[src/hw/rtl/cmps_pkg.sv]
// Shared types and constants for the chain-mail pattern shader.
// Used by cmps_scale, cmps_ring and chain_mail_pattern_shader; depends on nothing.

package cmps_pkg;

    // Default fractional precision of the cell coordinate.
    localparam int FRAC_BITS_DEF = 16;

    // Configuration register indexes.
    localparam int CFG_IDX_W = 3;
    localparam logic [CFG_IDX_W-1:0] REG_REPEAT_X   = 3'd0;
    localparam logic [CFG_IDX_W-1:0] REG_REPEAT_Y   = 3'd1;
    localparam logic [CFG_IDX_W-1:0] REG_BACKGROUND = 3'd2;
    localparam logic [CFG_IDX_W-1:0] REG_CENTER     = 3'd3;
    localparam logic [CFG_IDX_W-1:0] REG_CONNECTING = 3'd4;

    // Register reset values.
    localparam logic [7:0]  RST_REPEAT     = 8'd1;
    localparam logic [31:0] RST_BACKGROUND = 32'h0000_00FF;
    localparam logic [31:0] RST_CENTER     = 32'hFFFF_FFFF;
    localparam logic [31:0] RST_CONNECTING = 32'h8080_80FF;

    // Mask level codes.
    typedef enum logic [1:0] {
        MASK_NONE   = 2'd0,
        MASK_CONN   = 2'd1,
        MASK_CENTER = 2'd2
    } t_mask_level;

    // Per-stage load enables of the pipeline.
    typedef struct packed {
        logic s1;
        logic s2;
        logic s3;
        logic s4;
        logic s5;
    } t_pipe_en;

endpackage

[src/hw/rtl/cmps_ring.sv]
// Stages 3 and 4: square the ring offsets, then test the three squared
// distances against the ring band. Depends on cmps_pkg.

module cmps_ring #(
    parameter int FRAC_BITS = cmps_pkg::FRAC_BITS_DEF
) (
    input  logic                 i_clk,
    input  cmps_pkg::t_pipe_en   i_en,
    input  logic [FRAC_BITS-1:0] i_xm,
    input  logic [FRAC_BITS:0]   i_xp,
    input  logic [FRAC_BITS-1:0] i_ym,
    input  logic [FRAC_BITS:0]   i_yp,
    output logic                 o_hit
);

    localparam int SW = 2 * FRAC_BITS + 2;
    localparam int MW = 2 * FRAC_BITS;
    localparam logic [63:0] RM_Q = ((64'd39 << FRAC_BITS) + 64'd50) / 64'd100;
    localparam logic [63:0] RP_Q = ((64'd55 << FRAC_BITS) + 64'd50) / 64'd100;
    localparam logic [SW-1:0] RM_SQ = SW'(RM_Q * RM_Q);
    localparam logic [SW-1:0] RP_SQ = SW'(RP_Q * RP_Q);

    // Stage 3: exact squares of each offset.
    logic [2*FRAC_BITS-1:0] r_sq_xm;
    logic [2*FRAC_BITS-1:0] r_sq_ym;
    logic [SW-1:0]          r_sq_xp;
    logic [SW-1:0]          r_sq_yp;

    always_ff @(posedge i_clk) begin
        if (i_en.s3) begin
            r_sq_xm <= MW'(i_xm) * MW'(i_xm);
            r_sq_ym <= MW'(i_ym) * MW'(i_ym);
            r_sq_xp <= SW'(i_xp) * SW'(i_xp);
            r_sq_yp <= SW'(i_yp) * SW'(i_yp);
        end
    end

    // Stage 4: squared distances to the three ring centers and band test.
    logic [SW-1:0] w_d_mm;
    logic [SW-1:0] w_d_mp;
    logic [SW-1:0] w_d_pm;
    logic          w_hit;

    assign w_d_mm = SW'(r_sq_xm) + SW'(r_sq_ym);
    assign w_d_mp = SW'(r_sq_xm) + r_sq_yp;
    assign w_d_pm = r_sq_xp + SW'(r_sq_ym);
    assign w_hit  = ((w_d_mm >= RM_SQ) && (w_d_mm <= RP_SQ))
                 || ((w_d_mp >= RM_SQ) && (w_d_mp <= RP_SQ))
                 || ((w_d_pm >= RM_SQ) && (w_d_pm <= RP_SQ));

    always_ff @(posedge i_clk) begin
        if (i_en.s4) begin
            o_hit <= w_hit;
        end
    end

endmodule
[config.mk]
export PLATFORM = sky130hd
export DESIGN_NAME = cmps_ring
export DESIGN_NICKNAME = d
export VERILOG_FILES = /design/src/hw/rtl/cmps_pkg.sv /design/src/hw/rtl/cmps_ring.sv
export SDC_FILE = /design/constraint.sdc
export NUM_CORES = 2
export LEC_CHECK = 0
export ABC_CLOCK_PERIOD_IN_PS = 10230
export CAP_MARGIN = 25
export CORE_MARGIN = 8
export CORE_UTILIZATION = 55
export CTS_CLUSTER_SIZE = 8
export DETAILED_ROUTE_END_ITERATION = 6
export DONT_BUFFER_PORTS = 1
export PLACE_DENSITY_LB_ADDON = 0.1
export SETUP_SLACK_MARGIN = 0.05
export SLEW_MARGIN = 30
export SYNTH_ARGS = -nofsm -noshare
export SYNTH_HDL_FRONTEND = slang
export SYNTH_SLANG_ARGS = --single-unit
export TNS_END_PERCENT = 1
[constraint.sdc]
create_clock -name i_clk -period 10.23 [get_ports i_clk]
set_input_delay 0.5115 -clock i_clk [delete_from_list [all_inputs] [get_ports i_clk]]
set_output_delay 0.5115 -clock i_clk [all_outputs]
set_load 0.005 [all_outputs]
Yosys cells after proc, flatten, opt, wreduce, memory -nomap -nowiden
Index checks and enable logic that the tools add are counted.
- $mul: 4
- eq/ne operators: 0
- muxes and demuxes: 0
- $add $sub $neg: 3
- shifts and indexed selects: 0
- order comparisons: 6
- bitwise gates (word level): 0
- reductions and logical operators: 5
- divide/modulo/power cells: 0
- operators with widths (kind ; number):
    34-bit by 30-bit >= comparator with 1-bit output, second input constant ; 2
    34-bit by 31-bit <= comparator with 1-bit output, second input constant ; 2
    17-bit by 17-bit multiplier with 34-bit output ; 2
    16-bit by 16-bit multiplier with 32-bit output ; 2
    32-bit by 34-bit adder with 34-bit output ; 1
    34-bit by 32-bit adder with 34-bit output ; 1
    32-bit by 32-bit adder with 33-bit output ; 1
    33-bit by 30-bit >= comparator with 1-bit output, second input constant ; 1
    33-bit by 31-bit <= comparator with 1-bit output, second input constant ; 1
    1-bit logical AND ; 3
    1-bit logical OR ; 2
- output and inout bits: 1
- latch bits: 0
- logic and storage cells: 23
- memory bits (writable): 0
- memories: 0
- register bits: 133
- bits of input ports: 72
- memory bits (read-only): 0

Logic depth before layout (Yosys ltp)
- word-level depth: 5
- gate-level depth with buffers: 27
- depth with buffers taken out: 27

Least setup slack after synthesis
OpenSTA, ideal clock, no wires.
- path kind: input port to flip-flop
- start point: in i_ym[9]
- end point: reg r_sq_ym[31], data pin
- stages on the path: 26
- slack: 3.377 ns
- library setup time: 0.260 ns
- data required time: 9.970 ns
- arrival time: 6.593 ns
- path buffers: 1
- cells stage by stage: clkbuf_1 -> nand2_1 -> inv_1 -> fa_1 -> inv_1 -> fa_1 -> inv_1 -> fa_1 -> inv_1 -> fa_1 -> inv_1 -> fa_1 -> fa_1 -> ha_1 -> a21o_1 -> a21o_1 -> a21oi_1 -> o21ai_0 -> o21a_1 -> o41a_1 -> a41oi_1 -> a2111oi_0 -> o21a_1 -> nand3b_1 -> a31oi_1 -> xnor2_1
- cells in the longest elaborated chain, start to end: 1
- RTL lines (item ; line ; source):
    start, declared ; cmps_ring.sv:11 ; input logic [FRAC_BITS-1:0] i_ym,
    16-bit by 16-bit multiplier with 32-bit output ; cmps_ring.sv:32 ; r_sq_ym <= MW'(i_ym) * MW'(i_ym);
    end signal, assigned ; cmps_ring.sv:32 ;
    end, declared ; cmps_ring.sv:25 ; logic [2*FRAC_BITS-1:0] r_sq_ym;
No other way between the ends.
A chain may end at the register's enable or synchronous reset.

Worst setup path after layout
- start point: in i_ym[3]
- end point: reg r_sq_ym[27], data pin
The elaborated chain is that of the path after synthesis.

==> impl_metrics.csv <==
group,metric,value,unit
outcome,outcome,"finished, final reports clean",
setup_path,slowest_stage,"fa_1",
yosys,synth_area,0.0392,mm2
yosys,ys.flop_type,"edfxtp_1",
setup_path,reg2reg_slack,5.98,ns
setup_path,critPathArrivalTime,6.91,ns
yosys,yosys_warnings,0,
yosys,synth_area_leaders,"fa_1 36%, ha_1 16%, inv_1 10%",
yosys,synth.distinct_cells,80,
yosys,synth_seq_cells,129,
setup_path,max_stage_delay,0.53,ns
global_routing,antenna_found_initial,0,
global_routing,grt_pass1_wl,142,mm
yosys,synth_nets,5536,
sta,hold_viol,0,
sta,grt_setup_unrepaired,"no",
yosys,synthTopCellsByCount,"1,046 x inv_1, 708 x fa_1, 512 x ha_1, 382 x nand2_1, 208 x and2_1",
setup_path,end_kind,"register",
drt,drc,0,
floorplanning,ios,73,
global_routing,grt-ovfl-total,0,
clocking,clock_path_buffers,2,
worst_hold_path,hp-class,"in -> reg",
final_layout,layout-drive-gt1-share,0.0141,
floorplanning,design.core.area,0.0710,mm2
yosys,async_flop_share,0,
drt,wirelength,82.2,mm
drt,via_per_inst,5.28,
sta,drv_slew,0,
clocking,cts_hold_buf,0,
placement,dp_hpwl,68.9,mm
global_routing,grt_pass1_vias,28500,
setup_path,crit_family,"adder cells",
clocking,clk_pin_slew,0.06,ns
setup_path,path_buf_inv,5,
sta,setup_viol,0,
clocking,cts_buffers,17,
setup_path,crit_required,10.41,ns
sta,finalCritPeriodShare,0.657,
yosys,yosysMostFrequentCell,"inv_1",
floorplanning,die_h,283,um
floorplanning,num_rows,98,
clocking,cts_setup_buffers,0,
clocking,cts_tree,"done",
yosys,ys_seq_area_frac,0.0989,
final_layout,antenna_cells,0,
setup_path,r2r_cells,13,
setup_path,crit_fanout,13,
drt,dr.pass1.iters,5,
drt,drtIter0Drc,1438,
setup_path,crit_type,"in -> reg",
setup_path,cp_common_cell,"fa_1",
global_routing,grt_max_degree,129,
clocking,cts-root-buf,"clkbuf_16",
sta,final.min_clock_period,6.73,ns
yosys,synth_top_area_frac,0.362,
clocking,clock_sinks,129,
floorplanning,initial_core_util,0.552,
yosys,netlist_instances,4244,
yosys,synth_edf_count,129,
final_layout,syn_to_final_growth,3.76,%
floorplanning,die_area,0.0800,mm2
drt,num_vias,27200,
yosys,synth_top_area_cell,"fa_1",
placement,routabilityCongestion,0.875,
drt,antenna_left,0,
clocking,cts_repair_resize_count,0,
run,maxCapViolations,0,
final_layout,fin_nets,5469,
setup_path,cp_num_cells,25,
clocking,h-tree-depth,4,
global_routing,gr-usage-all-layers,0.217,
sta,setup_tns,0,ns
sta,finClkSkew,0.00934,ns
drt,post_drt_wl_per_cell,16.0,um
sta,tightest_slew,0.725,ns
yosys,avgSynthCellArea,9.23,um2
sta,max_slew_margin,0.515,
placement,port_buffers,0,
worst_hold_path,holdPathStages,0,
setup_path,crit_path_start_kind,"primary input",
sta,fmax,149,MHz
floorplanning,die_x,283,um
clocking,insertion_delay,0.43,ns
-- metrics by stage --
step                      instances  hold slack, ns  utilization  setup WS (ns)  instance area (um2)
after global routing           5138           0.167        0.572           3.13                40600
after detailed placement       5108           0.616        0.564           3.03                40000
final                          5138           0.182        0.572           3.50                40600
after global placement         5108           0.616        0.564           3.04                40000
after CTS                      5138           0.166        0.572           3.47                40600
after floorplan                4244           0.610            -           3.38                39200
-- path summary, 6_finish.rpt --
check	endpoint	start
worst min-delay path	r_sq_ym[0]	i_ym[0]
worst max register to register	o_hit	r_sq_xm[3]
worst max-delay path	r_sq_ym[27]	i_ym[3]
worst min register to register	o_hit	r_sq_xp[28]
-- flip-flops by register name, summed over array words and instances, names as in the netlist --
| register | cells |
|---|---|
| r_sq_xp | 33 |
| r_sq_yp | 33 |
| r_sq_xm | 31 |
| r_sq_ym | 31 |
| o_hit | 1 |
-- layout make-up --
cell class | instances | area, um2
inverter | 1046 | 3930
multi-input combinational | 2983 | 31000
clock inverter | 13 | 186
sequential | 129 | 3870
tap | 950 | 1190
fill | 6430 | 30400
clock buffer | 17 | 425
-- placed cells by master (no fill, tap or decap), types with 17 or more instances in the layout --
master     synthesis  routed
a211oi_1          18      18
a21o_1            73      73
a21oi_1          143     143
a31oi_1           22      22
and2_1           208     208
and3_1            29      29
clkbuf_16          0      17
edfxtp_1         129     129
fa_1             708     708
ha_1             512     512
inv_1           1046    1046
nand2_1          382     382
nand2b_1          26      26
nand3_1           40      40
nand4_1           19      19
nor2_1           155     155
nor2b_1           35      35
nor3_1            54      54
o21a_1            31      31
o21ai_0           79      79
o21bai_1          31      31
or3_1             18      18
xnor2_1          158     158
xor2_1            58      58
-- metal layers --
layer | up-vias | GRT usage | part of all wire
met1 | 13400 | 0.307 | 0.47
li1 | 13200 | - | -
met5 | - | 0 | 0
met3 | 84 | 0.0178 | 0.034
met4 | 0 | 0.0423 | 0.016
met2 | 424 | 0.368 | 0.48
-- kinds of logic after synthesis --
logic type      after synthesis  share of synthesized area
compound gates              527                     0.0905
simple gates               1012                      0.126
buf+inv                    1132                      0.109
flops                       129                     0.0989
fa+ha+maj                  1220                      0.525
xor+xnor                    216                     0.0483
mux                           8                    0.00217
Power is left out: the tool's default activity adds up to more than one toggle a clock period on the data nets, which glitch-free logic cannot reach.
