===== config.mk =====
export PLATFORM = sky130hd
export DESIGN_NAME = cmps_scale
export DESIGN_NICKNAME = d
export VERILOG_FILES = /design/src/hw/rtl/cmps_pkg.sv /design/src/hw/rtl/cmps_scale.sv
export SDC_FILE = /design/constraint.sdc
export NUM_CORES = 1
export LEC_CHECK = 0
export ABC_AREA = 0
export BUFFER_PORTS_ARGS = -buffer_cell sky130_fd_sc_hd__buf_2
export CORE_MARGIN = 5
export CORE_UTILIZATION = 60
export CTS_CLUSTER_DIAMETER = 120
export DETAILED_ROUTE_END_ITERATION = 8
export PLACE_DENSITY = 0.82
export REMOVE_ABC_BUFFERS = 1
export SLEW_MARGIN = 20
export SYNTH_ARGS = -nofsm -noshare
export SYNTH_HDL_FRONTEND = slang
export SYNTH_SLANG_ARGS = --single-unit

===== constraint.sdc =====
create_clock -name i_clk -period 9.7 [get_ports i_clk]
set_clock_uncertainty 0.2 [all_clocks]
set_input_delay 1.94 -clock i_clk [delete_from_list [all_inputs] [get_ports i_clk]]
set_output_delay 1.94 -clock i_clk [all_outputs]
set_load 0.01 [all_outputs]

===== src/hw/rtl/cmps_pkg.sv =====
// Shared types and constants for the chain-mail pattern shader.
// Used by cmps_scale, cmps_ring and chain_mail_pattern_shader; depends on nothing.

package cmps_pkg;

    // Default fractional precision of the cell coordinate.
    localparam int FRAC_BITS_DEF = 16;

    // Configuration register indexes.
    localparam int CFG_IDX_W = 3;
    localparam logic [CFG_IDX_W-1:0] REG_REPEAT_X   = 3'd0;
    localparam logic [CFG_IDX_W-1:0] REG_REPEAT_Y   = 3'd1;
    localparam logic [CFG_IDX_W-1:0] REG_BACKGROUND = 3'd2;
    localparam logic [CFG_IDX_W-1:0] REG_CENTER     = 3'd3;
    localparam logic [CFG_IDX_W-1:0] REG_CONNECTING = 3'd4;

    // Register reset values.
    localparam logic [7:0]  RST_REPEAT     = 8'd1;
    localparam logic [31:0] RST_BACKGROUND = 32'h0000_00FF;
    localparam logic [31:0] RST_CENTER     = 32'hFFFF_FFFF;
    localparam logic [31:0] RST_CONNECTING = 32'h8080_80FF;

    // Mask level codes.
    typedef enum logic [1:0] {
        MASK_NONE   = 2'd0,
        MASK_CONN   = 2'd1,
        MASK_CENTER = 2'd2
    } t_mask_level;

    // Per-stage load enables of the pipeline.
    typedef struct packed {
        logic s1;
        logic s2;
        logic s3;
        logic s4;
        logic s5;
    } t_pipe_en;

endpackage


===== src/hw/rtl/cmps_scale.sv =====
// Stages 1 and 2: scale the coordinate by the repeat counts, form the cell
// and half-shifted cell positions, fold them, build the ring offsets and the priority flag.
// Depends on cmps_pkg.

module cmps_scale #(
    parameter int FRAC_BITS = cmps_pkg::FRAC_BITS_DEF
) (
    input  logic                 i_clk,
    input  cmps_pkg::t_pipe_en   i_en,
    input  logic [15:0]          i_coord_u,
    input  logic [15:0]          i_coord_v,
    input  logic [7:0]           i_repeat_x,
    input  logic [7:0]           i_repeat_y,
    output logic [FRAC_BITS-1:0] o_cen_xm,
    output logic [FRAC_BITS:0]   o_cen_xp,
    output logic [FRAC_BITS-1:0] o_cen_ym,
    output logic [FRAC_BITS:0]   o_cen_yp,
    output logic [FRAC_BITS-1:0] o_con_xm,
    output logic [FRAC_BITS:0]   o_con_xp,
    output logic [FRAC_BITS-1:0] o_con_ym,
    output logic [FRAC_BITS:0]   o_con_yp,
    output logic                 o_center_first
);

    localparam logic [FRAC_BITS-1:0] HALF_Q = {1'b1, {(FRAC_BITS-1){1'b0}}};
    localparam int PW = FRAC_BITS + 8;

    // Fold a position above one half back into the lower half of the cell.
    function automatic logic [FRAC_BITS-1:0] fold(input logic [FRAC_BITS-1:0] v);
        fold = (v > HALF_Q) ? ('0 - v) : v;
    endfunction

    logic [FRAC_BITS-1:0] w_qu;
    logic [FRAC_BITS-1:0] w_qv;
    logic [FRAC_BITS+7:0] w_pu;
    logic [FRAC_BITS+7:0] w_pv;

    // Bring the Q0.16 input to the working precision.
    if (FRAC_BITS >= 16) begin : g_widen
        assign w_qu = FRAC_BITS'(i_coord_u) << (FRAC_BITS - 16);
        assign w_qv = FRAC_BITS'(i_coord_v) << (FRAC_BITS - 16);
    end else begin : g_narrow
        assign w_qu = FRAC_BITS'(i_coord_u >> (16 - FRAC_BITS));
        assign w_qv = FRAC_BITS'(i_coord_v >> (16 - FRAC_BITS));
    end

    assign w_pu = PW'(w_qu) * PW'(i_repeat_x);
    assign w_pv = PW'(w_qv) * PW'(i_repeat_y);

    // Stage 1: keep only the fraction of the scaled coordinate.
    logic [FRAC_BITS-1:0] r_x;
    logic [FRAC_BITS-1:0] r_y;

    always_ff @(posedge i_clk) begin
        if (i_en.s1) begin
            r_x <= w_pu[FRAC_BITS-1:0];
            r_y <= w_pv[FRAC_BITS-1:0];
        end
    end

    // Stage 2 logic: half-cell shift, diagonal flip and fold.
    logic [FRAC_BITS-1:0] w_xc;
    logic [FRAC_BITS-1:0] w_yc;
    logic [FRAC_BITS:0]   w_sum;
    logic                 w_flip;
    logic                 w_flipt;
    logic [FRAC_BITS-1:0] w_fx;
    logic [FRAC_BITS-1:0] w_fy;
    logic [FRAC_BITS-1:0] w_fxc;
    logic [FRAC_BITS-1:0] w_fyc;

    assign w_xc    = r_x + HALF_Q;
    assign w_yc    = r_y + HALF_Q;
    assign w_sum   = {1'b0, r_x} + {1'b0, r_y};
    assign w_flip  = r_y > r_x;
    assign w_flipt = w_sum[FRAC_BITS] && (w_sum[FRAC_BITS-1:0] != '0);
    assign w_fx    = fold(r_x);
    assign w_fy    = fold(r_y);
    assign w_fxc   = fold(w_xc);
    assign w_fyc   = fold(w_yc);

    // Stage 2: offsets from the folded positions to the ring centers.
    always_ff @(posedge i_clk) begin
        if (i_en.s2) begin
            o_cen_xm       <= HALF_Q - w_fx;
            o_cen_xp       <= {1'b0, HALF_Q} + {1'b0, w_fx};
            o_cen_ym       <= HALF_Q - w_fy;
            o_cen_yp       <= {1'b0, HALF_Q} + {1'b0, w_fy};
            o_con_xm       <= HALF_Q - w_fxc;
            o_con_xp       <= {1'b0, HALF_Q} + {1'b0, w_fxc};
            o_con_ym       <= HALF_Q - w_fyc;
            o_con_yp       <= {1'b0, HALF_Q} + {1'b0, w_fyc};
            o_center_first <= w_flip ^ w_flipt;
        end
    end

endmodule


== Yosys cells after proc, flatten, opt, wreduce, memory -nomap -nowiden ==
Index checks and enable logic that the tools add are counted.

* $add $sub $neg: 15
* $mul: 2
* $lt $le $gt $ge: 5
* Multiplexer cells: 4
* Bitwise operators: 1
* Reductions and logical operators: 2

{| class="wikitable"
|+ Operator list
! operator !! number
|-
| $add 16x16->17 const A || 4
|-
| $gt 16x16->1 const B || 4
|-
| $mux 16 || 4
|-
| $sub 1x16->16 const A || 4
|-
| $sub 16x16->16 const A || 4
|-
| $add 16x16->16 const B || 2
|-
| $mul 16x8->16 || 2
|-
| $add 16x16->17 || 1
|-
| $gt 16x16->1 || 1
|-
| $reduce_bool 16->1 || 1
|-
| $logic_and 1x1->1 || 1
|-
| $xor 1x1->1 || 1
|}

* Register bits after elaboration: 165
* Input port bits: 54

== Longest topological paths before layout ==
* Depth after elaboration: 4
* Mapped depth: 19
* Gate-level depth less buffers: 18

== Least setup slack after synthesis ==
No wires, ideal clock.

* Kind: in2reg
* Start point: input port i_repeat_x[7]
* End point: register r_x[15], data pin
* Arrival: 5674 ps
* Required time: 9240 ps
* Slack: 3566 ps
* Stages: 14
* Path buffers: 1
* Cells stage by stage: clkbuf_1 -> nand2_1 -> fa_1 -> fa_1 -> fa_1 -> fa_1 -> inv_1 -> ha_1 -> a21boi_0 -> o21ai_0 -> a21oi_1 -> and4_1 -> o31a_1 -> xnor2_1

* Longest elaborated chain between the ends: 1

{| class="wikitable"
|+ RTL lines
! element !! line !! source
|-
| start: declaration || cmps_scale.sv:12 || <nowiki>input logic [7:0] i_repeat_x,</nowiki>
|-
| $mul 16x8->16 || cmps_scale.sv:47 || <nowiki>assign w_pu = PW'(w_qu) * PW'(i_repeat_x);</nowiki>
|-
| via w_pu[15] || cmps_scale.sv:35 || <nowiki>logic [FRAC_BITS+7:0] w_pu;</nowiki>
|-
| end signal: assignment || cmps_scale.sv:56 || <nowiki>r_x <= w_pu[FRAC_BITS-1:0];</nowiki>
|-
| end: declaration || cmps_scale.sv:51 || <nowiki>logic [FRAC_BITS-1:0] r_x;</nowiki>
|}

The timed path passes the listed nets, and every way through them passes these cells.
A chain may end at the register's enable or synchronous reset.

== Worst setup path after layout ==
* Start point: input port i_repeat_y[4]
* End point: register r_y[15], data pin

* Longest elaborated chain between the ends: 1

{| class="wikitable"
|+ RTL lines
! element !! line !! source
|-
| start: declaration || cmps_scale.sv:13 || <nowiki>input logic [7:0] i_repeat_y,</nowiki>
|-
| $mul 16x8->16 || cmps_scale.sv:48 || <nowiki>assign w_pv = PW'(w_qv) * PW'(i_repeat_y);</nowiki>
|-
| via w_pv[15] || cmps_scale.sv:36 || <nowiki>logic [FRAC_BITS+7:0] w_pv;</nowiki>
|-
| end signal: assignment || cmps_scale.sv:57 || <nowiki>r_y <= w_pv[FRAC_BITS-1:0];</nowiki>
|-
| end: declaration || cmps_scale.sv:52 || <nowiki>logic [FRAC_BITS-1:0] r_y;</nowiki>
|}

The timed path passes the listed nets, and every way through them passes these cells.

==> metrics.yaml <==
outcome: "finished clean"
ioPinCount: 187
clock_latency_ns: 0.43
n_antenna_cell: 0
fmax_mhz: 167
multi_input_area_sq_um: 8490
max_slew_margin: 0.387
start_util: 0.608
required_ns: 9.65
finalWirelength_um: 31700
place.gp.congestion: 0.941
gr-total-overflow: 0
cpMostUsedCell: "fa_1"
clock_path_buffers: 2
cap_violations: 0
path_cells: "buf_2, and2_1, fa_1, fa_1, inv_1, fa_1, fa_1, inv_1, ha_1, o21ai_0, a21boi_0, o21ai_0, a21oi_1, a41oi_1, a21oi_1, xnor2_1"
numPortBuffers: 183
grt_pass1_wl_um: 53100
num-nets-final: 1838
final_hold_viol_count: 0
synth_cell_type_count: 76
clock_sinks: 159
path_class: "in -> reg"
hold_class: "reg -> reg"
use_met3: 0.0331
clockPowerShare: 0.126
whs_ns: 0.520
sw_frac_of_total: 0.440
cp-start-kind: "input pin"
yosysSeqAreaShare: 0.336
reg2reg_slack_ns: 5.51
syn_area_per_cell_sq_um: 9.99
grtUsageMet2: 0.429
power_w: 0.00500
syn-instance-count: 1424
comb_power_share: 0.573
track_usage: 0.244
worstSetupEndpointType: "flip-flop"
core.rowCount: 56
area_growth_pct: 11.7
chipWidth_um: 164
tns_ns: 0
p_seq_frac: 0.301
hpwl_um: 24600
antenna_found_initial: 0
regArea_sq_um: 4770
num_vias: 10800
slowest_stage: "fa_1"
final.period_utilization: 0.618
met1_usage: 0.313
cts_buffers: 17
power.density_nw_per_um2: 315
clk_pin_slew_worst_paths_ns: 0.06
grt_pass1_vias: 11000
grt_max_degree: 75
ys.flop_type: "edfxtp_1"
rsz0062_at_grt: "no"
synth_edf_count: 159
nFillCells: 1849
drive_gt1_frac: 0.151
holdBufCountCts: 0
antenna_left: 0
ctsRootBufferMaster: "clkbuf_16"
grt_busiest_layer: "met2"
path_buf_inv: 3
power_switching_w: 0.00220
synthesis.yosys.warnings: 0
cts_tree: "built"
period_minus_slack_ns: 6.00
core-area_sq_um: 23400
tightest_slew_ns: 0.919
ys_seq_elements: 159
crit_family: "adder cells"
drtIter0Drc: 794
cts_resized: 0
detail_route.first_pass.iterations: 5
syn_area_sq_um: 14200
post_cts_buffers: 0
layout_common_cells: "197 x inv_1, 182 x buf_2, 159 x edfxtp_1"
dieArea_sq_um: 26900
cpPeakStageDelay_ns: 0.56
worst_ep_arrival_time_ns: 5.95
drc: 0
wire_per_inst_um: 16.6
leakagePower_nw: 6.71
die_h_um: 164
vdd_ir_drop_max_uv: 151
vias_per_cell: 5.62
final_common_cell: "inv_1"
path_max_fanout: 12
p_int_w: 0.00280
async_flop_share: 0
slew_violations: 0
cts_max_level: 4
setup_violations: 0
registers in the layout, summed over array words and instances, names as in the netlist:
register        count
o_con_xm           15
o_con_yp           16
r_y                16
o_center_first      1
r_x                16
o_cen_ym           16
o_con_ym           15
o_cen_xp           16
o_cen_yp           16
o_con_xp           16
o_cen_xm           16
cells by family after synthesis:
family,share of synthesized area
mux,0.00519
fa+ha+maj,0.242
flops,0.336
compound gates,0.0741
xor+xnor,0.0936
buf+inv,0.0681
simple gates,0.181
through the flow:
stage | setup WS (ns) | util | instances | cell area (sq um)
2_1_floorplan | 3.82 | - | 1377 | 14000
3_3_place_gp | 3.30 | 0.656 | 1881 | 15300
3_5_place_dp | 3.26 | 0.656 | 1881 | 15300
4_1_cts | 3.71 | 0.679 | 1913 | 15900
5_1_grt | 3.43 | 0.679 | 1913 | 15900
6_report | 3.70 | 0.679 | 1913 | 15900
final timing paths:
kind | startpoint | end | cells past startpoint
worst max-delay path | i_repeat_y[4] | r_y[15] | 16
worst min-delay path | r_x[0] | o_cen_xm[0] | 0
worst max register to register | r_y[0] | o_cen_ym[15] | 10
worst min register to register | r_x[0] | o_cen_xm[0] | 0
layer usage:
metal / vias to the layer above / wire length (um)
met5: - / 0
li1: 5026 / -
met3: 66 / 2120
met4: 0 / 729
met1: 5228 / 12700
met2: 440 / 16200
power by group through the flow:
stage          sequential, W  combinational, W  clock, W
3_3_place_gp         0.00150           0.00273         0
2_1_floorplan        0.00155           0.00199         0
6_report             0.00151           0.00286  0.000630
3_5_place_dp         0.00151           0.00284         0
5_1_grt              0.00153           0.00322  0.000669
4_1_cts              0.00150           0.00287  0.000635
worst register-to-register path, delay by kind of cell, from the launching register on:
kind,cells,cell delay (ns)
flip-flops,1,0.54
buffers and inverters,1,0.31
adder cells (fa/ha/maj),1,0.32
AND/OR/NAND/NOR,5,1.60
XOR/XNOR,1,0.16
AO/OA/AOI/OAI,2,0.82
cell usage after synthesis (24+ instances only):
cell type / instances / area [sq um]
a21oi_1: 41 / 205
and2_1: 117 / 732
clkbuf_1: 32 / 120
edfxtp_1: 159 / 4770
fa_1: 121 / 2420
ha_1: 82 / 1030
inv_1: 197 / 739
nand2_1: 129 / 484
nand3_1: 24 / 120
nor2_1: 83 / 312
nor3_1: 38 / 190
o21ai_0: 46 / 230
xnor2_1: 121 / 1060
xor2_1: 31 / 272
cell type report:
class | count | area share
multi-input cells | 1017 | 0.534
clock buffers | 18 | 0.0270
well taps | 319 | 0.0251
inverters | 201 | 0.0475
flip-flops and latches | 159 | 0.300
clock inverters | 14 | 0.00771
repair buffers | 185 | 0.0587
Power figures use the tool's default switching activity.
